## src/rtl/core/rm_pkg.sv

```systemverilog
// ============================================================================
// rm_pkg
// Shared types for the running median: control that the top level hands to
// each cell of the sorted chain.
// ============================================================================
`default_nettype none

package rm_pkg;

    // Per-cell control from the top level
    typedef struct packed {
        logic load;      // an item is being inserted this cycle
        logic occupied;  // cell lies below the effective fill count
    } t_cell_ctl;

endpackage

`default_nettype wire

```

## src/rtl/core/running_median_top.sv

```systemverilog
// ============================================================================
// running_median_top
// Running median over a signed sample stream, kept in a sorted chain of
// cells that inserts one sample per cycle while no result is stalled.
// ============================================================================
//  Channel   Direction  Handshake                  Payload
//  input     in         i_in_valid / o_in_ready    i_sample, i_restart
//  result    out        o_out_valid / i_out_ready  o_median, o_count, o_full_res
//
//  One item per cycle sustained while no result stalls; each item passes the
//  insert into the cell chain at the accepting edge, the middle-cell pick and
//  the mean into the output register, in that order.
//  The cell chain inserts at any fill level, all cells updating together.
//  Synchronous active-low reset empties the store (fill count to zero).
//  A stalled result holds the whole pipe, so input is refused until it goes.
// ============================================================================
`default_nettype none

module running_median_top
    import rm_pkg::*;
#(
    parameter int CAPACITY    = 64,
    parameter int SAMPLE_BITS = 16
) (
    input  wire                           i_clk,
    input  wire                           i_rst_n,
    input  wire                           i_in_valid,
    output logic                          o_in_ready,
    input  wire logic signed [SAMPLE_BITS-1:0] i_sample,
    input  wire                           i_restart,
    output logic                          o_out_valid,
    input  wire                           i_out_ready,
    output logic signed [SAMPLE_BITS-1:0] o_median,
    output logic [$clog2(CAPACITY+1)-1:0] o_count,
    output logic                          o_full_res
);

    localparam int CW = $clog2(CAPACITY + 1);

    logic                                 w_adv;
    logic                                 w_accept;
    logic [CW-1:0]                        w_cnt_eff;
    logic                                 w_drop;
    logic [CAPACITY-1:0][SAMPLE_BITS-1:0] w_cells;
    logic [CAPACITY-1:0]                  w_take;

    logic [CW-1:0]                        r_count;
    logic [CW-1:0]                        n_count;
    logic                                 r_s1_valid;
    logic [CW-1:0]                        r_s1_count;
    logic                                 r_s1_full;

    // Restart empties the store ahead of this item's sample
    assign w_cnt_eff = i_restart ? '0 : r_count;
    assign w_drop    = (w_cnt_eff == CW'(CAPACITY));
    assign w_accept  = i_in_valid && w_adv;
    assign n_count   = w_drop ? w_cnt_eff : w_cnt_eff + CW'(1);
    assign o_in_ready = w_adv;

    // Fill count
    always_ff @(posedge i_clk) begin
        if (!i_rst_n) begin
            r_count <= '0;
        end else if (w_accept) begin
            r_count <= n_count;
        end
    end

    // Sorted cell chain
    for (genvar gi = 0; gi < CAPACITY; gi++) begin : g_cell
        t_cell_ctl                     w_ctl;
        logic signed [SAMPLE_BITS-1:0] w_prev_val;
        logic                          w_prev_take;

        assign w_ctl.load     = w_accept && !w_drop;
        assign w_ctl.occupied = (CW'(gi) < w_cnt_eff);

        if (gi == 0) begin : g_head
            assign w_prev_val  = '0;
            assign w_prev_take = 1'b0;
        end else begin : g_body
            assign w_prev_val  = w_cells[gi-1];
            assign w_prev_take = w_take[gi-1];
        end

        rm_cell #(
            .SAMPLE_BITS(SAMPLE_BITS)
        ) u_cell (
            .i_clk      (i_clk),
            .i_ctl      (w_ctl),
            .i_sample   (i_sample),
            .i_prev_val (w_prev_val),
            .i_prev_take(w_prev_take),
            .o_val      (w_cells[gi]),
            .o_take     (w_take[gi])
        );
    end

    // Insert stage tag
    always_ff @(posedge i_clk) begin
        if (!i_rst_n) begin
            r_s1_valid <= 1'b0;
        end else if (w_adv) begin
            r_s1_valid <= i_in_valid;
        end
    end

    always_ff @(posedge i_clk) begin
        if (w_adv) begin
            r_s1_count <= n_count;
            r_s1_full  <= w_drop;
        end
    end

    rm_median #(
        .CAPACITY   (CAPACITY),
        .SAMPLE_BITS(SAMPLE_BITS),
        .CW         (CW)
    ) u_median (
        .i_clk      (i_clk),
        .i_rst_n    (i_rst_n),
        .i_cells    (w_cells),
        .i_s1_valid (r_s1_valid),
        .i_s1_count (r_s1_count),
        .i_s1_full  (r_s1_full),
        .i_out_ready(i_out_ready),
        .o_adv      (w_adv),
        .o_out_valid(o_out_valid),
        .o_median   (o_median),
        .o_count    (o_count),
        .o_full_res (o_full_res)
    );

    // Fill count stays within the store
    a_count_range: assert property (@(posedge i_clk) disable iff (!i_rst_n)
        r_count <= CW'(CAPACITY))
        else $error("fill count above capacity");

    // A restart item leaves exactly one sample held
    a_restart_one: assert property (@(posedge i_clk) disable iff (!i_rst_n)
        (w_accept && i_restart) |=> (r_count == CW'(1)))
        else $error("restart did not leave one sample");

    // A dropped sample leaves the fill count unchanged
    a_drop_hold: assert property (@(posedge i_clk) disable iff (!i_rst_n)
        (w_accept && w_drop) |=> $stable(r_count))
        else $error("dropped sample changed fill count");

    // A full flag is only reported with a full store
    a_full_count: assert property (@(posedge i_clk) disable iff (!i_rst_n)
        (o_out_valid && o_full_res) |-> (o_count == CW'(CAPACITY)))
        else $error("full flag with store not full");

endmodule

`default_nettype wire

```

## src/rtl/core/rm_cell.sv

```systemverilog
// ============================================================================
// rm_cell
// One cell of the sorted insertion chain. Holds one sample; on an insert it
// either keeps its value, takes its left neighbor's value (shift right), or
// takes the new sample (insertion point).
// ============================================================================
`default_nettype none

module rm_cell
    import rm_pkg::*;
#(
    parameter int SAMPLE_BITS = 16
) (
    input  wire                          i_clk,
    input  wire t_cell_ctl               i_ctl,
    input  wire logic signed [SAMPLE_BITS-1:0] i_sample,
    input  wire logic signed [SAMPLE_BITS-1:0] i_prev_val,
    input  wire logic                    i_prev_take,
    output logic signed [SAMPLE_BITS-1:0] o_val,
    output logic                         o_take
);

    logic signed [SAMPLE_BITS-1:0] r_val;
    logic signed [SAMPLE_BITS-1:0] n_val;

    // Cell moves when empty or holding a value greater than the new sample
    assign o_take = !i_ctl.occupied || (r_val > i_sample);
    assign o_val  = r_val;

    always_comb begin
        n_val = r_val;
        if (i_ctl.load && o_take) begin
            n_val = i_prev_take ? i_prev_val : i_sample;
        end
    end

    // Payload register, no reset needed
    always_ff @(posedge i_clk) begin
        r_val <= n_val;
    end

endmodule

`default_nettype wire

```

## src/rtl/core/rm_median.sv

```systemverilog
// ============================================================================
// rm_median
// Picks the middle cells of the sorted chain, then forms the median (odd
// count: middle value; even count: truncated mean of the two middle values)
// into the output register.
// ============================================================================
`default_nettype none

module rm_median
    import rm_pkg::*;
#(
    parameter int CAPACITY    = 64,
    parameter int SAMPLE_BITS = 16,
    parameter int CW          = 7
) (
    input  wire                                       i_clk,
    input  wire                                       i_rst_n,
    input  wire logic [CAPACITY-1:0][SAMPLE_BITS-1:0] i_cells,
    input  wire                                       i_s1_valid,
    input  wire logic [CW-1:0]                        i_s1_count,
    input  wire                                       i_s1_full,
    input  wire                                       i_out_ready,
    output logic                                      o_adv,
    output logic                                      o_out_valid,
    output logic signed [SAMPLE_BITS-1:0]             o_median,
    output logic [CW-1:0]                             o_count,
    output logic                                      o_full_res
);

    localparam int IW = (CAPACITY > 1) ? $clog2(CAPACITY) : 1;

    logic [CW-1:0]                 w_half;
    logic [IW-1:0]                 w_idx_hi;
    logic [IW-1:0]                 w_idx_lo;
    logic signed [SAMPLE_BITS:0]   w_sum;
    logic signed [SAMPLE_BITS:0]   w_rnd;
    logic signed [SAMPLE_BITS:0]   w_avg;

    logic                          r_s2_valid;
    logic signed [SAMPLE_BITS-1:0] r_a;
    logic signed [SAMPLE_BITS-1:0] r_b;
    logic [CW-1:0]                 r_s2_count;
    logic                          r_s2_full;

    logic                          r_out_valid;
    logic signed [SAMPLE_BITS-1:0] r_median;
    logic [CW-1:0]                 r_count;
    logic                          r_full;

    // Whole pipe moves unless a result is waiting and not taken
    assign o_adv = !r_out_valid || i_out_ready;

    // Middle positions; lower one only used for even counts
    assign w_half   = i_s1_count >> 1;
    assign w_idx_hi = w_half[IW-1:0];
    assign w_idx_lo = IW'(w_half - CW'(1));

    // Pick stage
    always_ff @(posedge i_clk) begin
        if (!i_rst_n) begin
            r_s2_valid <= 1'b0;
        end else if (o_adv) begin
            r_s2_valid <= i_s1_valid;
        end
    end

    always_ff @(posedge i_clk) begin
        if (o_adv) begin
            r_a        <= i_cells[w_idx_hi];
            r_b        <= i_s1_count[0] ? i_cells[w_idx_hi] : i_cells[w_idx_lo];
            r_s2_count <= i_s1_count;
            r_s2_full  <= i_s1_full;
        end
    end

    // Truncating mean: add one to a negative sum before the halving shift
    assign w_sum = {r_a[SAMPLE_BITS-1], r_a} + {r_b[SAMPLE_BITS-1], r_b};
    assign w_rnd = w_sum + {{SAMPLE_BITS{1'b0}}, w_sum[SAMPLE_BITS]};
    assign w_avg = w_rnd >>> 1;

    // Output register
    always_ff @(posedge i_clk) begin
        if (!i_rst_n) begin
            r_out_valid <= 1'b0;
        end else if (o_adv) begin
            r_out_valid <= r_s2_valid;
        end
    end

    always_ff @(posedge i_clk) begin
        if (o_adv) begin
            r_median <= w_avg[SAMPLE_BITS-1:0];
            r_count  <= r_s2_count;
            r_full   <= r_s2_full;
        end
    end

    assign o_out_valid = r_out_valid;
    assign o_median    = r_median;
    assign o_count     = r_count;
    assign o_full_res  = r_full;

endmodule

`default_nettype wire

```

## config.mk

```make
export PLATFORM = sky130hd
export DESIGN_NAME = running_median_top
export DESIGN_NICKNAME = d
export VERILOG_FILES = /design/src/rtl/core/rm_pkg.sv /design/src/rtl/core/running_median_top.sv /design/src/rtl/core/rm_cell.sv /design/src/rtl/core/rm_median.sv
export SDC_FILE = /design/constraint.sdc
export NUM_CORES = 2
export LEC_CHECK = 0
export BUFFER_PORTS_ARGS = -buffer_cell sky130_fd_sc_hd__buf_4
export CORE_UTILIZATION = 40
export CTS_CLUSTER_SIZE = 28
export DETAILED_ROUTE_END_ITERATION = 7
export PLACE_DENSITY = 0.54
export SLEW_MARGIN = 20
export SYNTH_ARGS = -nofsm -noshare
export SYNTH_HDL_FRONTEND = slang
export SYNTH_SLANG_ARGS = --single-unit
```

## constraint.sdc

```tcl
create_clock -name i_clk -period 9.9 [get_ports i_clk]
set_input_delay 1.485 -clock i_clk [delete_from_list [all_inputs] [get_ports i_clk]]
set_output_delay 1.485 -clock i_clk [all_outputs]
set_load 0.02 [all_outputs]
```

* Yosys cells after proc, flatten, opt, wreduce, memory -nomap -nowiden *
Index checks and enable logic that the tools add are counted.

word-level totals
  output and inout bits = 26
  register bits after elaboration = 1106
  memory bits (writable) = 0
  bits in read-only memories = 0
  logic and storage cells = 479
  latch bits = 0
  memories = 0

cells by class
  mux-type cells = 70
  equality and inequality tests = 1
  reduce and logical (&&, ||, !) cells = 197
  $lt $le $gt $ge = 130
  multipliers = 0
  add/subtract/negate cells = 4
  divide/modulo/power cells = 0
  shift operators = 0
  bitwise logic cells = 0

operators by type and width
  kind                                                         number
  2-to-1 mux 16 bit                                            66
  greater-than comparator 16 bit                               64
  less-than comparator 6 x 7 -> 1 bit (first input constant)   32
  binary-select mux 16 bit (select 6 bit)                      2
  less-than comparator 5 x 7 -> 1 bit (first input constant)   16
  logical AND 1 bit                                            66
  zero test 1 bit                                              66
  logical OR 1 bit                                             65
  less-than comparator 4 x 7 -> 1 bit (first input constant)   8
  less-than comparator 3 x 7 -> 1 bit (first input constant)   4
  adder 16 x 16 -> 17 bit                                      1
  adder 17 x 1 -> 17 bit                                       1
  less-than comparator 1 x 7 -> 1 bit (first input constant)   2
  less-than comparator 2 x 7 -> 1 bit (first input constant)   2
  less-than comparator 6 x 7 -> 1 bit (second input constant)  2
  2-to-1 mux 7 bit                                             2
  adder 7 x 1 -> 7 bit (second input constant)                 1
  == test 7 bit (second input constant)                        1
  subtractor 6 x 1 -> 6 bit (second input constant)            1

* Logic depth before layout (Yosys ltp) *
  depth in word-level cells = 5
  gate-level depth with buffers = 16

* Cells and area by module *
From an unflattened synthesis, not the netlist that was laid out.

second synthesis, totals
  cell total of the unflattened synthesis = 8708
  area total of the unflattened synthesis = 92023.3 um^2

modules (own cells, without submodules)
  module              times used  cells each  area an instance (um^2)
  rm_cell             64          114         1111.1
  rm_median           1           1217        19598.8
  running_median_top  1           195         1316.3

* Least setup slack after synthesis *
Ideal clock, no wire load.

  path type = input -> register
  start point = input port i_sample[9]
  end point = register g_cell[13].u_cell.r_val[0], enable pin
  arrival = 5.796 ns
  setup time = 0.390 ns
  stages = 13
  setup slack = 3.714 ns
  path through = clkbuf_1 clkbuf_1 inv_1 ha_1 a21o_1 a21o_1 a21oi_1 o21a_1 o221ai_1 xor2_1 o21ai_1 buf_2 nor2b_1

on the way
  word-level cells in the longest chain between the ends = 3

RTL lines
  element                         line                      source
  from (decl)                     running_median_top.sv:29  input wire logic signed [SAMPLE_BITS-1:0] i_sample,
  greater-than comparator 16 bit  rm_cell.sv:27             assign o_take = !i_ctl.occupied || (r_val > i_sample);
  logical OR 1 bit                rm_cell.sv:27
  logical AND 1 bit               rm_cell.sv:32             if (i_ctl.load && o_take) begin
  to (signal assigned)            rm_cell.sv:39             r_val <= n_val;
  to (decl)                       rm_cell.sv:23             logic signed [SAMPLE_BITS-1:0] r_val;

Every way passes these cells.
A chain may end at the register's enable or synchronous reset.

* Worst setup path in the final report *
  start point = register r_s1_count[1]
  end point = register u_median.r_b[3], data pin

on the way
  word-level cells in the longest chain between the ends = 4
  elaborated cells between the ends (all ways) = 6
  those cells by class = add/sub: 1; mux: 5

RTL lines
  element                                  line                       source
  from (decl)                              running_median_top.sv:50   logic [CW-1:0] r_s1_count;
  from (signal assigned)                   running_median_top.sv:110  r_s1_count <= n_count;
  subtractor 6 x 1 -> 6 bit                rm_median.sv:56            assign w_idx_lo = IW'(w_half - CW'(1));
  binary-select mux 16 bit (select 6 bit)  rm_median.sv:70            r_b <= i_s1_count[0] ? i_cells[w_idx_hi] : i_cells[w_idx_lo];
  2-to-1 mux 16 bit (not written as such)  rm_median.sv:70
  2-to-1 mux 16 bit *                      rm_median.sv:70
  to (signal assigned)                     rm_median.sv:70
  to (decl)                                rm_median.sv:41            logic signed [SAMPLE_BITS-1:0] r_b;

Every way passes the cells marked *; elsewhere a longest branch is shown, timed or not. The select of a mux whose other input is x is not followed.

==> results.py <==
metrics = {
    "run_status": {
        "outcome": "finished clean",
    },
    "timing": {
        "setup_viol_count_final": 0,
        "slew_viol_final": 0,
        "max-slew-margin-rel_pct": 17.22,
        "fmax_ghz": 0.1785,
        "worst_pin_slew_ps": 1232,
        "min_period_ps": 5603,
        "tns_ps": 0,
        "finalHoldViolations": 0,
        "period_share_pct": 56.60,
        "rsz0062_at_grt": "false",
        "skew_ps": 32.62,
    },
    "synth": {
        "ys_seq_area_share_pct": 37.98,
        "ys_top_cells_by_area": "edfxtp_1 38%, ha_1 15%, mux4_2 13%",
        "synth_ff_type": "edfxtp_1",
        "yosys.area.top_type": "edfxtp_1",
        "synthCells": 6595,
        "ys_warn_count": 0,
        "avgSynthCellArea_um2": 13.22,
        "synth.net_count": 7660,
        "yosys.area.top_type_share_pct": 37.75,
        "synth_enable_flop_cells": 1096,
        "ys_async_sr_fraction_pct": 0,
        "syn_area_um2": 87190,
        "synth-seq-cells": 1106,
        "ys_types": 84,
    },
    "clocking": {
        "cts_tree": "built",
        "cts_hold_buf": 0,
        "cts_resized": 0,
        "cts.sinks": 1106,
        "postCtsSetupBuffers": 0,
        "cts.clk_slew.worst_paths_ps": 60,
        "cts-buffers-inserted": 139,
        "cts-root-buf": "clkbuf_16",
        "h-tree-depth": 4,
        "clock_path_buffers": 3,
        "insertion_delay_ps": 820,
    },
    "worst_setup_path": {
        "rr_worst_depth": 9,
        "critPathKind": "register to register",
        "critPathSlowestCell": "a211oi_1",
        "worst_r2r_endpoint": "u_median.r_b[3]",
        "cp_top_family": "buffers and inverters",
        "max_stage_delay_ps": 830,
        "rr_startpoint": "r_s1_count[1]",
        "startpoint_type": "register",
        "reg2reg_slack_ps": 4300,
        "critPathBufInv": 3,
        "crit_chain": "buf_4 > buf_4 > buf_4 > mux4_2 > mux4_2 > and2_1 > a211oi_1 > a311oi_1 > a21o_1",
        "cp.arrival_ps": 6170,
        "cp.required_ps": 10470,
        "endpoint_kind": "register",
        "worst-path-max-fanout": 46,
        "crit_top_cell": "buf_4",
    },
    "drt": {
        "wire_per_inst_um": 37.77,
        "firstDrtPassIters": 6,
        "drt_iter0_markers": 8823,
        "drcViolationCount": 0,
        "vias_per_cell": 6.819,
        "vias": 65290,
        "wl_um": 361600,
        "antenna_left": 0,
    },
    "power": {
        "power_leakage_nw": 36.44,
        "pwr_density_cell_nw_per_um2": 164.9,
        "p_int_mw": 10.47,
        "pwr-share-clk_pct": 33.9,
        "switching_share_pct": 33.74,
        "finalPower_mw": 15.81,
        "peakVddDrop_mv": 0.1928,
        "power.share.combinational_pct": 27.6,
        "switching_power_mw": 5.332,
        "seqPwrFrac_pct": 38.5,
    },
    "placed_design": {
        "gp_congestion": 0.9778,
        "numPortBuffers": 46,
        "hpwl_um": 256600,
        "post_dp_cell_area_um2": 91060,
    },
    "layout": {
        "final_cell_area_um2": 95820,
        "fin_nets": 7665,
        "syn2layout_area_growth_pct": 9.899,
        "final_util_pct": 44.17,
        "layout_common_cells": "1096 x edfxtp_1, 1042 x ha_1, 1004 x mux2_2",
        "layout_commonest_cell": "edfxtp_1",
        "layout-drive-gt1-share_pct": 31.00,
    },
    "global_route": {
        "grt_max_degree": 114,
        "grt_remaining_overflow": 0,
        "grt_antenna_before_repair": 40,
        "grt_pass1_vias": 63020,
        "grt_use_total_pct": 32.48,
        "grt_pass1_wl_um": 501300,
    },
    "flow_run": {
        "maxCapViolCount": 0,
    },
    "hold_path": {
        "min-delay-start": "u_median.r_s2_count[1]",
        "whs_endpoint": "u_median.o_count[1]",
        "worstHoldPathCells": 0,
        "hp-class": "register to register",
    },
    "floorplan": {
        "row_count": 171,
        "dieArea_um2": 219800,
        "die_x_um": 468.9,
        "initial_core_util_pct": 40.19,
        "die_h_um": 468.9,
        "ios": 47,
        "core-area_um2": 217000,
    },
}
[area by class of cell]
type / instances / area (um^2)
Sequential cell: 1106 / 33110
Fill cell: 19710 / 121100
Inverter: 132 / 534.3
Clock inverter: 92 / 955.9
Tap cell: 2854 / 3571
Multi-Input combinational cell: 4965 / 51880
Antenna cell: 10 / 25.02
Clock buffer: 159 / 3638
Timing Repair Buffer: 256 / 2102
[layer usage]
metal / vias to the layer above / wire [um] / global-route usage [%]
li1: 26940 / - / -
met1: 33630 / 141000 / 41.78
met2: 3767 / 159700 / 49.63
met3: 931 / 35340 / 7.775
met4: 18 / 25390 / 19.21
met5: - / 111 / 0
[worst register-to-register path, cell delays in order, from the launching register on]
cell	delay, ps
edfxtp_1	340
buf_4	720
buf_4	770
buf_4	770
mux4_2	720
mux4_2	630
and2_1	210
a211oi_1	830
a311oi_1	160
a21o_1	220
[worst max path at each step]
stage	from	endpoint	slack (ps)	depth (start not counted)
final	r_s1_count[1]	u_median.r_b[3]	4300	9
after global routing	r_s1_count[1]	u_median.r_b[3]	4110	9
after CTS	r_s1_count[1]	u_median.r_b[4]	4240	9
after detailed placement	i_sample[13]	g_cell[53].u_cell.o_val[15]	3660	11
after global placement	i_sample[13]	g_cell[46].u_cell.o_val[12]	3760	11
after floorplan	i_sample[9]	g_cell[13].u_cell.o_val[0]	3710	13
[registers in the layout, summed over array words and instances, names as in the netlist]
signal                flops
g_cell.u_cell.o_val    1024
u_median.o_median        16
u_median.r_a             16
u_median.r_b             16
r_count                   7
r_s1_count                7
u_median.o_count          7
u_median.r_s2_count       7
r_s1_full                 1
r_s1_valid                1
u_median.o_full_res       1
u_median.o_out_valid      1
u_median.r_s2_full        1
u_median.r_s2_valid       1
[cell usage after synthesis (8+ instances only)]
cell       instances
edfxtp_1        1096
ha_1            1043
mux2_2          1004
mux4_2           515
a21oi_1          353
a21o_1           296
nand4_1          240
clkbuf_1         208
nor2_1           204
mux2i_1          179
nor2b_1          171
o21ai_0          138
inv_1            132
nand2_1          111
buf_2            104
o221ai_1          71
o21a_1            64
nand2b_1          51
o21ai_1           44
o22ai_1           41
buf_4             38
nand3_1           36
a211oi_1          33
xor2_1            31
nor3_1            30
o31ai_1           30
nor4_1            26
buf_1             23
a211o_1           21
or3_1             20
buf_6             19
o221ai_2          18
xnor2_1           18
a41o_1            14
and2_1            10
dfxtp_1           10
mux2_1             9
o2111ai_1          9
o21bai_1           9
o41ai_1            9
a311oi_1           8
and3_1             8
[power by group through the flow]
| stage | registers, mW | logic, mW | clock network, mW |
|---|---|---|---|
| after global placement | 6.16 | 4.16 | 0 |
| final | 6.08 | 4.36 | 5.36 |
| after CTS | 6.07 | 4.23 | 5.40 |
| after detailed placement | 6.16 | 4.21 | 0 |
| after floorplan | 5.96 | 2.65 | 0 |
| after global routing | 6.11 | 4.56 | 5.56 |
[metrics by stage]
step / cells / hold slack, ps / setup slack [ps]
after detailed placement: 9308 / 404.5 / 3658
after global placement: 9308 / 402.7 / 3764
after floorplan: 6595 / 400.3 / 3714
final: 9574 / 419.0 / 4297
after CTS: 9559 / 420.4 / 4240
after global routing: 9568 / 428.6 / 4108
[cells by family after synthesis]
| family | count (synthesis) | share of synthesized area [%] |
|---|---|---|
| xor+xnor | 52 | 0.5482 |
| flops | 1106 | 37.98 |
| fa+ha+maj | 1044 | 14.99 |
| simple gates | 943 | 5.861 |
| buf+inv | 524 | 2.732 |
| compound gates | 1218 | 9.422 |
| mux | 1708 | 28.47 |
(Power assumes the default switching activity.)
